===== src/sv/assert_macros.svh =====
// Assertion macros for the sky box point accumulator RTL.
// Expects clk and rst_n in the scope where a macro is used.
`ifndef ASSERT_MACROS_SVH
`define ASSERT_MACROS_SVH

// Check a property on every clock edge outside reset.
`define SBPA_ASSERT(lbl, prop, msg) \
  lbl: assert property (@(posedge clk) disable iff (!rst_n) prop) else $error(msg);

// Check a property on every clock edge, reset included.
`define SBPA_ASSERT_ALWAYS(lbl, prop, msg) \
  lbl: assert property (@(posedge clk) prop) else $error(msg);

`endif


===== src/sv/sbpa_pkg.sv =====
// Shared constants and types for the sky box point accumulator.
// No dependencies.
`timescale 1ns / 1ps
`default_nettype none

package sbpa_pkg;

  localparam int ANGLE_FRAC_BITS = 16;
  localparam int LON_W = 25;
  localparam int LAT_W = 24;

  localparam logic [LON_W-1:0] FULL_TURN = LON_W'(360 << ANGLE_FRAC_BITS);
  localparam logic signed [LAT_W-1:0] QUARTER_TURN = LAT_W'(90 << ANGLE_FRAC_BITS);
  localparam logic signed [LAT_W-1:0] NEG_QUARTER_TURN = -QUARTER_TURN;

  typedef struct packed {
    logic                    empty;
    logic signed [LAT_W-1:0] lat_min;
    logic signed [LAT_W-1:0] lat_max;
    logic [LON_W-1:0]        lon_beg;
    logic [LON_W-1:0]        lon_end;
  } sbpa_box_t;

  typedef struct packed {
    logic was_inside;
    logic rejected;
  } sbpa_flags_t;

  localparam sbpa_box_t BOX_CLEAR = '{
    empty:   1'b1,
    lat_min: '0,
    lat_max: '0,
    lon_beg: '0,
    lon_end: '0
  };

endpackage

`default_nettype wire


===== src/sv/sbpa_box_update.sv =====
// Next-box logic: range check, inside test and box widening for one point.
// Depends on sbpa_pkg.
`timescale 1ns / 1ps
`default_nettype none

module sbpa_box_update (
  input  var sbpa_pkg::sbpa_box_t                 box_cur,
  input  var logic [sbpa_pkg::LON_W-1:0]          lon,
  input  var logic signed [sbpa_pkg::LAT_W-1:0]   lat,
  input  var logic                                restart,
  output sbpa_pkg::sbpa_box_t                     box_nxt,
  output sbpa_pkg::sbpa_flags_t                   flags
);
  import sbpa_pkg::*;

  localparam int EXT_W = LON_W + 2;

  sbpa_box_t                base;
  logic                     bad;
  logic                     wraps;
  logic                     lon_in;
  logic                     pt_in;
  logic signed [EXT_W-1:0]  lon_x;
  logic signed [EXT_W-1:0]  beg_x;
  logic signed [EXT_W-1:0]  end_x;
  logic signed [EXT_W-1:0]  full_x;
  logic signed [EXT_W-1:0]  d_west;
  logic signed [EXT_W-1:0]  d_east;
  logic signed [EXT_W-1:0]  gap_west;
  logic signed [EXT_W-1:0]  gap_east;
  logic                     move_end;

  always_comb begin
    base = restart ? BOX_CLEAR : box_cur;

    bad = (lon >= FULL_TURN) || (lat < NEG_QUARTER_TURN) || (lat > QUARTER_TURN);

    wraps = base.lon_beg > base.lon_end;
    if (wraps) begin
      lon_in = (lon >= base.lon_beg) || (lon <= base.lon_end);
    end else begin
      lon_in = (lon >= base.lon_beg) && (lon <= base.lon_end);
    end
    pt_in = !bad && !base.empty && (lat >= base.lat_min) && (lat <= base.lat_max) &&
            lon_in;

    lon_x  = {2'b00, lon};
    beg_x  = {2'b00, base.lon_beg};
    end_x  = {2'b00, base.lon_end};
    full_x = {2'b00, FULL_TURN};

    d_west   = beg_x - lon_x;
    d_east   = lon_x - end_x;
    gap_west = full_x - end_x + lon_x;
    gap_east = full_x - lon_x + beg_x;

    // pick the longitude bound that keeps the box narrower
    if (wraps) begin
      move_end = d_west > d_east;
    end else if (lon < base.lon_beg) begin
      move_end = !(d_west <= gap_west);
    end else begin
      move_end = d_east <= gap_east;
    end

    box_nxt = base;
    if (!bad && !pt_in) begin
      if (base.empty) begin
        box_nxt.empty   = 1'b0;
        box_nxt.lat_min = lat;
        box_nxt.lat_max = lat;
        box_nxt.lon_beg = lon;
        box_nxt.lon_end = lon;
      end else begin
        if (lat < base.lat_min) begin
          box_nxt.lat_min = lat;
        end
        if (lat > base.lat_max) begin
          box_nxt.lat_max = lat;
        end
        if (move_end) begin
          box_nxt.lon_end = lon;
        end else begin
          box_nxt.lon_beg = lon;
        end
      end
    end

    flags.was_inside = pt_in;
    flags.rejected   = bad;
  end

endmodule

`default_nettype wire


===== src/sv/sky_box_point_accumulator_core.sv =====
// Sky box point accumulator, top level.
// The result word for an accepted point is registered and shows on the out_ ports in the cycle after it is accepted.
// Throughput: one point per cycle while in_stall is low; box state updates in a single pass per point.
// in_stall is raised only while a result word is held and out_stall is high.
// Reset (rst_n low, synchronous) empties the box and drops any pending result.
// Depends on sbpa_pkg, sbpa_box_update and assert_macros.svh.
`timescale 1ns / 1ps
`default_nettype none

`include "assert_macros.svh"

module sky_box_point_accumulator_core (
  input  var logic                               clk,
  input  var logic                               rst_n,
  input  var logic                               in_valid,
  output logic                                   in_stall,
  input  var logic [sbpa_pkg::LON_W-1:0]         in_lon,
  input  var logic signed [sbpa_pkg::LAT_W-1:0]  in_lat,
  input  var logic                               in_restart,
  output logic                                   out_valid,
  input  var logic                               out_stall,
  output logic                                   out_box_empty,
  output logic signed [sbpa_pkg::LAT_W-1:0]      out_lat_low,
  output logic signed [sbpa_pkg::LAT_W-1:0]      out_lat_high,
  output logic [sbpa_pkg::LON_W-1:0]             out_lon_begin,
  output logic [sbpa_pkg::LON_W-1:0]             out_lon_end,
  output logic                                   out_was_inside,
  output logic                                   out_rejected
);
  import sbpa_pkg::*;

  sbpa_box_t   box_r;
  sbpa_box_t   box_nxt;
  sbpa_flags_t flags;
  sbpa_box_t   res_box_r;
  sbpa_flags_t res_flags_r;
  logic        out_valid_r;
  logic        out_valid_nxt;
  logic        in_acc;

  sbpa_box_update u_update (
    .box_cur (box_r),
    .lon     (in_lon),
    .lat     (in_lat),
    .restart (in_restart),
    .box_nxt (box_nxt),
    .flags   (flags)
  );

  assign in_stall = out_valid_r && out_stall;
  assign in_acc   = in_valid && !in_stall;

  always_comb begin
    if (in_acc) begin
      out_valid_nxt = 1'b1;
    end else if (!out_stall) begin
      out_valid_nxt = 1'b0;
    end else begin
      out_valid_nxt = out_valid_r;
    end
  end

  always_ff @(posedge clk) begin
    if (!rst_n) begin
      box_r       <= BOX_CLEAR;
      out_valid_r <= 1'b0;
    end else begin
      out_valid_r <= out_valid_nxt;
      if (in_acc) begin
        box_r <= box_nxt;
      end
    end
  end

  always_ff @(posedge clk) begin
    if (in_acc) begin
      res_box_r   <= box_nxt;
      res_flags_r <= flags;
    end
  end

  assign out_valid      = out_valid_r;
  assign out_box_empty  = res_box_r.empty;
  assign out_lat_low    = res_box_r.lat_min;
  assign out_lat_high   = res_box_r.lat_max;
  assign out_lon_begin  = res_box_r.lon_beg;
  assign out_lon_end    = res_box_r.lon_end;
  assign out_was_inside = res_flags_r.was_inside;
  assign out_rejected   = res_flags_r.rejected;

  `SBPA_ASSERT(a_inside_excl_reject, out_valid_r |-> !(out_rejected && out_was_inside), "inside and rejected both set")
  `SBPA_ASSERT(a_lat_order, (out_valid_r && !out_box_empty) |-> (out_lat_low <= out_lat_high), "box latitude bounds out of order")
  `SBPA_ASSERT(a_empty_not_inside, (out_valid_r && out_box_empty) |-> !out_was_inside, "point inside an empty box")
  `SBPA_ASSERT(a_restart_bad_empties, (in_acc && in_restart && (in_lon >= FULL_TURN)) |=> out_box_empty, "restart with a bad point left box filled")

endmodule

`default_nettype wire


===== config.mk =====
export PLATFORM = sky130hd
export DESIGN_NAME = sky_box_point_accumulator_core
export DESIGN_NICKNAME = d
export VERILOG_FILES = /design/src/sv/sbpa_pkg.sv /design/src/sv/sbpa_box_update.sv /design/src/sv/sky_box_point_accumulator_core.sv
export VERILOG_INCLUDE_DIRS = /design/src /design/src/sv
export SDC_FILE = /design/constraint.sdc
export NUM_CORES = 1
export LEC_CHECK = 0
export ABC_AREA = 0
export BUFFER_PORTS_ARGS = -buffer_cell sky130_fd_sc_hd__clkbuf_2
export CORE_MARGIN = 5
export CORE_UTILIZATION = 40
export CTS_CLUSTER_SIZE = 10
export DETAILED_ROUTE_END_ITERATION = 6
export HOLD_SLACK_MARGIN = 0.05
export PLACE_DENSITY = 0.66
export SYNTH_ARGS = -nofsm -noshare
export SYNTH_HDL_FRONTEND = slang
export SYNTH_SLANG_ARGS = --single-unit

===== constraint.sdc =====
create_clock -name clk -period 10.4 [get_ports clk]
set_clock_uncertainty 0.1 [all_clocks]
set_input_delay 1.56 -clock clk [delete_from_list [all_inputs] [get_ports clk]]
set_output_delay 1.56 -clock clk [all_outputs]
set_load 0.05 [all_outputs]

== After elaboration in Yosys (flattened, before gate mapping) ==
Cells that the tools add are included.

* Flip-flop bits (word level): 201
* Latch bits: 0
* Bits in writable memories: 0
* Bits in read-only memories: 0
* Bits of input ports: 54
* Output and inout port bits: 103
* Word-level logic and storage cells: 62
* Memories kept: 0

* Add/subtract/negate cells: 6
* Multiply operators: 0
* Divide/modulo/power cells: 0
* $lt $le $gt $ge: 14
* Equality and inequality tests: 1
* Shifts and indexed selects: 0
* Multiplexer cells: 12
* Bitwise gates (word level): 0
* Reduce and logical (&&, ||, !) cells: 16

{| class="wikitable"
|+ Operator list
! operator !! count
|-
| $mux W99 || 2
|-
| $mux W98 || 1
|-
| $add A27 B26 Y27 || 2
|-
| $le A27 B27 Y1 || 2
|-
| $sub A25 B25 Y26 || 2
|-
| $sub A25 B25 Y26 const A || 2
|-
| $mux W25 || 2
|-
| $mux W24 || 2
|-
| $gt A27 B27 Y1 || 1
|-
| $ge A25 B25 Y1 || 1
|-
| $ge A25 B25 Y1 const B || 1
|-
| $gt A25 B25 Y1 || 1
|-
| $le A25 B25 Y1 || 1
|-
| $lt A25 B25 Y1 || 1
|-
| $ge A24 B24 Y1 || 1
|-
| $gt A24 B24 Y1 || 1
|-
| $gt A24 B24 Y1 const B || 1
|-
| $le A24 B24 Y1 || 1
|-
| $lt A24 B24 Y1 || 1
|-
| $lt A24 B24 Y1 const B || 1
|-
| $logic_and A1 B1 Y1 || 8
|-
| $logic_not A1 Y1 || 5
|-
| $mux W1 || 5
|-
| $logic_or A1 B1 Y1 || 3
|-
| $ne A2 B1 Y1 const B || 1
|}

== Logic depth before layout (Yosys ltp) ==
* Word-level depth: 11
* Depth in mapped cells: 33
* Gate-level depth less buffers: 29

== Hierarchy ==
A second synthesis with hierarchy kept.

* Cells, all modules: 2063
* Area, all modules: 18073.6 um2

{| class="wikitable"
|+ By module, submodules not included
! module !! instances !! cells each !! area each (um2) !! seq. area each (um2)
|-
| sbpa_box_update || 1 || 1529 || 10895.4 || 0.0
|-
| sky_box_point_accumulator_core || 1 || 534 || 7178.1 || 5034.8
|}

== Worst setup path after synthesis ==
Ideal clock, no wire load.

* Kind: input to register
* Start: in in_restart
* End: reg res_box_r, in the netlist out_lon_begin[22] (data pin)
* Setup time: 260 ps
* Arrival time: 7521 ps
* Required time: 10040 ps
* Setup slack: 2519 ps
* Stages on the path: 28
* Path buffers: 3
* Cell sequence: clkbuf_1 clkbuf_1 nor2b_1 inv_1 ha_1 o21ai_1 or4_1 a31oi_1 ha_1 o2111a_1 nand3_1 o211ai_1 a311o_1 a41oi_1 a21oi_1 a21o_1 a21o_1 a211o_1 ha_1 nand4_1 nor4_1 a21boi_0 o211ai_1 nand3b_1 a31oi_4 o21ai_2 buf_2 mux2_2

{| class="wikitable"
|+ RTL lines
! item !! RTL line !! RTL
|-
| from (decl) || sky_box_point_accumulator_core.sv:19 || <nowiki>input var logic in_restart,</nowiki>
|-
| to (signal assigned) || sky_box_point_accumulator_core.sv:77 || <nowiki>res_box_r <= box_nxt;</nowiki>
|-
| to (decl) || sky_box_point_accumulator_core.sv:35 || <nowiki>sbpa_box_t res_box_r;</nowiki>
|}

== Final worst setup path ==
* Start: in in_restart
* End: reg box_r[38] (netlist bit)

* Cells in the longest elaborated chain, start to end: 10
* Elaborated cells between the ends (all ways): 31
* Those cells by class: add/sub (5); order compare (9); mux (7); reduce/logical (10)

{| class="wikitable"
|+ Ends and longest elaborated chain
! item !! RTL line !! RTL
|-
| $mux W99 (*) || sbpa_box_update.sv:34 || <nowiki>base = restart ? BOX_CLEAR : box_cur;</nowiki>
|-
| $sub A25 B25 Y26 || sbpa_box_update.sv:54 || <nowiki>gap_west = full_x - end_x + lon_x;</nowiki>
|-
| $add A27 B26 Y27 || sbpa_box_update.sv:54 ||
|-
| $le A27 B27 Y1 || sbpa_box_update.sv:61 || <nowiki>move_end = !(d_west <= gap_west);</nowiki>
|-
| $logic_not A1 Y1 || sbpa_box_update.sv:61 ||
|-
| $mux W1 || sbpa_box_update.sv:60 || <nowiki>end else if (lon < base.lon_beg) begin</nowiki>
|-
| $mux W1 || sbpa_box_update.sv:58 || <nowiki>if (wraps) begin</nowiki>
|-
| $mux W25 || sbpa_box_update.sv:81 || <nowiki>if (move_end) begin</nowiki>
|-
| $mux W98 || sbpa_box_update.sv:68 || <nowiki>if (base.empty) begin</nowiki>
|-
| $mux W99 (*) || sbpa_box_update.sv:67 || <nowiki>if (!bad && !pt_in) begin</nowiki>
|-
| to (signal assigned) || sky_box_point_accumulator_core.sv:70 || <nowiki>box_r <= box_nxt;</nowiki>
|-
| to (decl) || sky_box_point_accumulator_core.sv:32 || <nowiki>sbpa_box_t box_r;</nowiki>
|}

Mark *: on every way between the ends. The rest lies on a longest branch, timed or not.
A chain may end at the register's enable or synchronous reset.

==> key figures <==
Logic synthesis
  • Mapped Cells: 2038
  • Mean Syn Cell Area: 8.51 um^2
  • Post-synth cell types: 79
  • Synth top area share: 18.5%
  • Synth warn: 0
  • Synth area leaders: ha_1, edfxtp_1, dfxtp_1
  • Mapped cell area: 17300 um^2
  • Post-synthesis sequential area ratio: 29.0%
  • Post-synth EDFFs: 101
  • Synth async-reset ratio: 0%
  • Syn nets: 2352
  • Area leader, netlist: ha_1
  • Most common cell in the netlist: ha_1
  • Flop and latch count out of synthesis: 201
  • Predominant post-synthesis flop cell: edfxtp_1
  • Most frequent cells after synthesis: ha_1, nand2_1, a21oi_1

Critical path
  • Crit. End Element: register
  • CP most frequent cell: ha_1
  • R2R Setup Slk: 2.26 ns
  • Worst EP required: 10.77 ns
  • CP Launch Type: input port
  • WS Path Type: in -> reg
  • CP max FO: 16
  • Slowest CP cell: o21ai_1
  • Critical Path Max Stage Delay: 0.93 ns
  • Critical path arrival: 9.56 ns

Timing
  • Minimum clock period: 9.19 ns
  • Setup TNS: 0 ns
  • Worst Tran Pin Value: 1.24 ns
  • Slew headroom: 17.0%
  • Final hold slack: 0.367 ns
  • Final Setup Violations: 0
  • Tcrit/Tclk final: 88.4%
  • Fmax: 109 MHz
  • RSZ-0062 raised after global routing: no
  • Pins Over Slew Limit: 0
  • Final Hold Fails: 0

Clock tree
  • CTS tree: built
  • H-tree Lvls: 1
  • CTS max path bufs: 3
  • PostCTS Resize Cnt: 0
  • Clk_lat worst skew: 0.57 ns
  • Hold-fix buffers, CTS: 0
  • Post-CTS setup buffers: 0
  • Clock transition at path regs: 0.05 ns
  • Clock sinks: 201
  • TritonCTS buffer count: 26
  • Clock Tree Root: clkbuf_16

Power
  • Psw: 1.14 mW
  • Cell-internal power: 1.82 mW
  • Pwr dens: 152 nW/um^2
  • Reg power frac: 31.4%
  • Clk pwr share: 29.9%
  • Peak VDD IR: 0.112 mV
  • Leak: 8.35 nW
  • PnR Total Power: 2.96 mW
  • Switching share of power: 38.4%
  • Power share of the combinational group: 38.7%

Floorplan
  • Die Wd: 218 um
  • Boundary pin count: 157
  • Starting Density: 40.4%
  • Die area: 47600 um^2
  • Die Y: 218 um
  • Core area: 43000 um^2
  • Number of core rows: 76

Flow run
  • MaxCap Viol Count: 0

Place
  • Buffers on Ports: 156
  • Final HPWL from detailed placement: 44800 um
  • Placement Cell Area: 18700 um^2
  • Placer Congestion: 0.978

Global route
  • Largest net degree at the start of global routing: 82
  • Antenna violations before repair: 2
  • Grt total ovfl: 0
  • Global-route usage over all layers: 23.4%
  • Number of global-route vias before repair: 15600
  • First-pass GRT wire length: 88600 um

Run status
  • Status: completed

Final layout
  • Finished Cell Area: 19500 um^2
  • Register area: 5030 um^2
  • Share of cells above drive strength 1: 12.2%
  • Synth-to-layout area growth: 12.6%
  • Fin util: 45.4%
  • Fillcell total: 4272
  • Final-stage net count: 2481
  • Footprint of the multi-input gates: 11700 um^2

Detailed routing
  • Drt drc: 0
  • Via/cell ratio: 5.82
  • Vias: 16100
  • DRT Pass-1 Iters: 5
  • Initial DRC Count: 1372
  • Routed Antenna Nets: 0
  • DR WL/cell: 20.9 um
  • Routed WL: 58000 um

Min path
  • Hold/Removal Path Class: reg -> reg
-- flip-flops by register name, summed over array words and instances (netlist names) --
register and count:
out_lon_end 25, box_r 99, out_lat_high 24, out_was_inside 1, out_lon_begin 25, out_rejected 1, out_lat_low 24, out_valid 1
out_box_empty 1
-- metrics by stage --
step,setup slack (ns),std cells
2_1_floorplan,2.52,2038
3_3_place_gp,0.970,2724
3_5_place_dp,0.807,2724
4_1_cts,1.37,2770
5_1_grt,0.935,2770
6_report,1.21,2771
-- worst max-delay path: cells and delay by family --
kind            cells  cell delay (ns)
fa+ha+maj           3             0.98
compound gates     13             3.47
xor+xnor            1             0.13
buf+inv             3             0.80
simple gates        9             2.59
-- final cells by class --
class	count	share of cell area, %
clock inverters	5	0.320
multi-input cells	1670	59.7
clock buffers	41	3.89
well taps	585	3.75
inverters	96	1.86
repair buffers	172	4.68
diodes	1	0.0128
flip-flops and latches	201	25.8
-- cells in the final DEF (no fill, tap or decap), drive strengths merged, types with 42 or more instances in the layout --
cell    instances
a21o           52
a21oi         198
clkbuf        197
dfxtp         100
edfxtp        101
ha            256
inv            96
nand2         219
nand3          62
nand4          42
nor2           95
nor2b          53
nor3           42
o21ai         192
xnor2          83
xor2           46
-- power groups by stage --
stage               logic [mW]  registers, mW  clock network, mW
floorplan                0.703           1.06                  0
global placement          1.11          0.946                  0
detailed placement        1.13          0.946                  0
CTS                       1.14          0.930              0.904
global route              1.26          0.936              0.933
finish                    1.15          0.930              0.885
-- kinds of logic after synthesis --
group,count (synthesis),synth area share (%)
fa+ha+maj,260,18.9
buf+inv,167,3.84
xor+xnor,129,6.51
compound gates,620,22.1
simple gates,635,17.9
mux,26,1.68
flops,201,29.0
-- per-layer routing --
layer	global-route usage, %	vias up	wire [um]
li1	-	7763	-
met1	31.2	7667	25400
met2	38.8	596	26500
met3	3.66	113	4040
met4	8.10	0	2110
met5	0	-	0
-- worst paths after layout --
kind | to | from | cells after the start
worst max-delay path | box_r[38] | in_restart | 29
worst min-delay path | box_r[40] | box_r[40] | 2
worst max register to register | box_r[38] | box_r[0] | 28
worst min register to register | box_r[40] | box_r[40] | 2
Note: power is estimated with default switching activity, not from simulation.
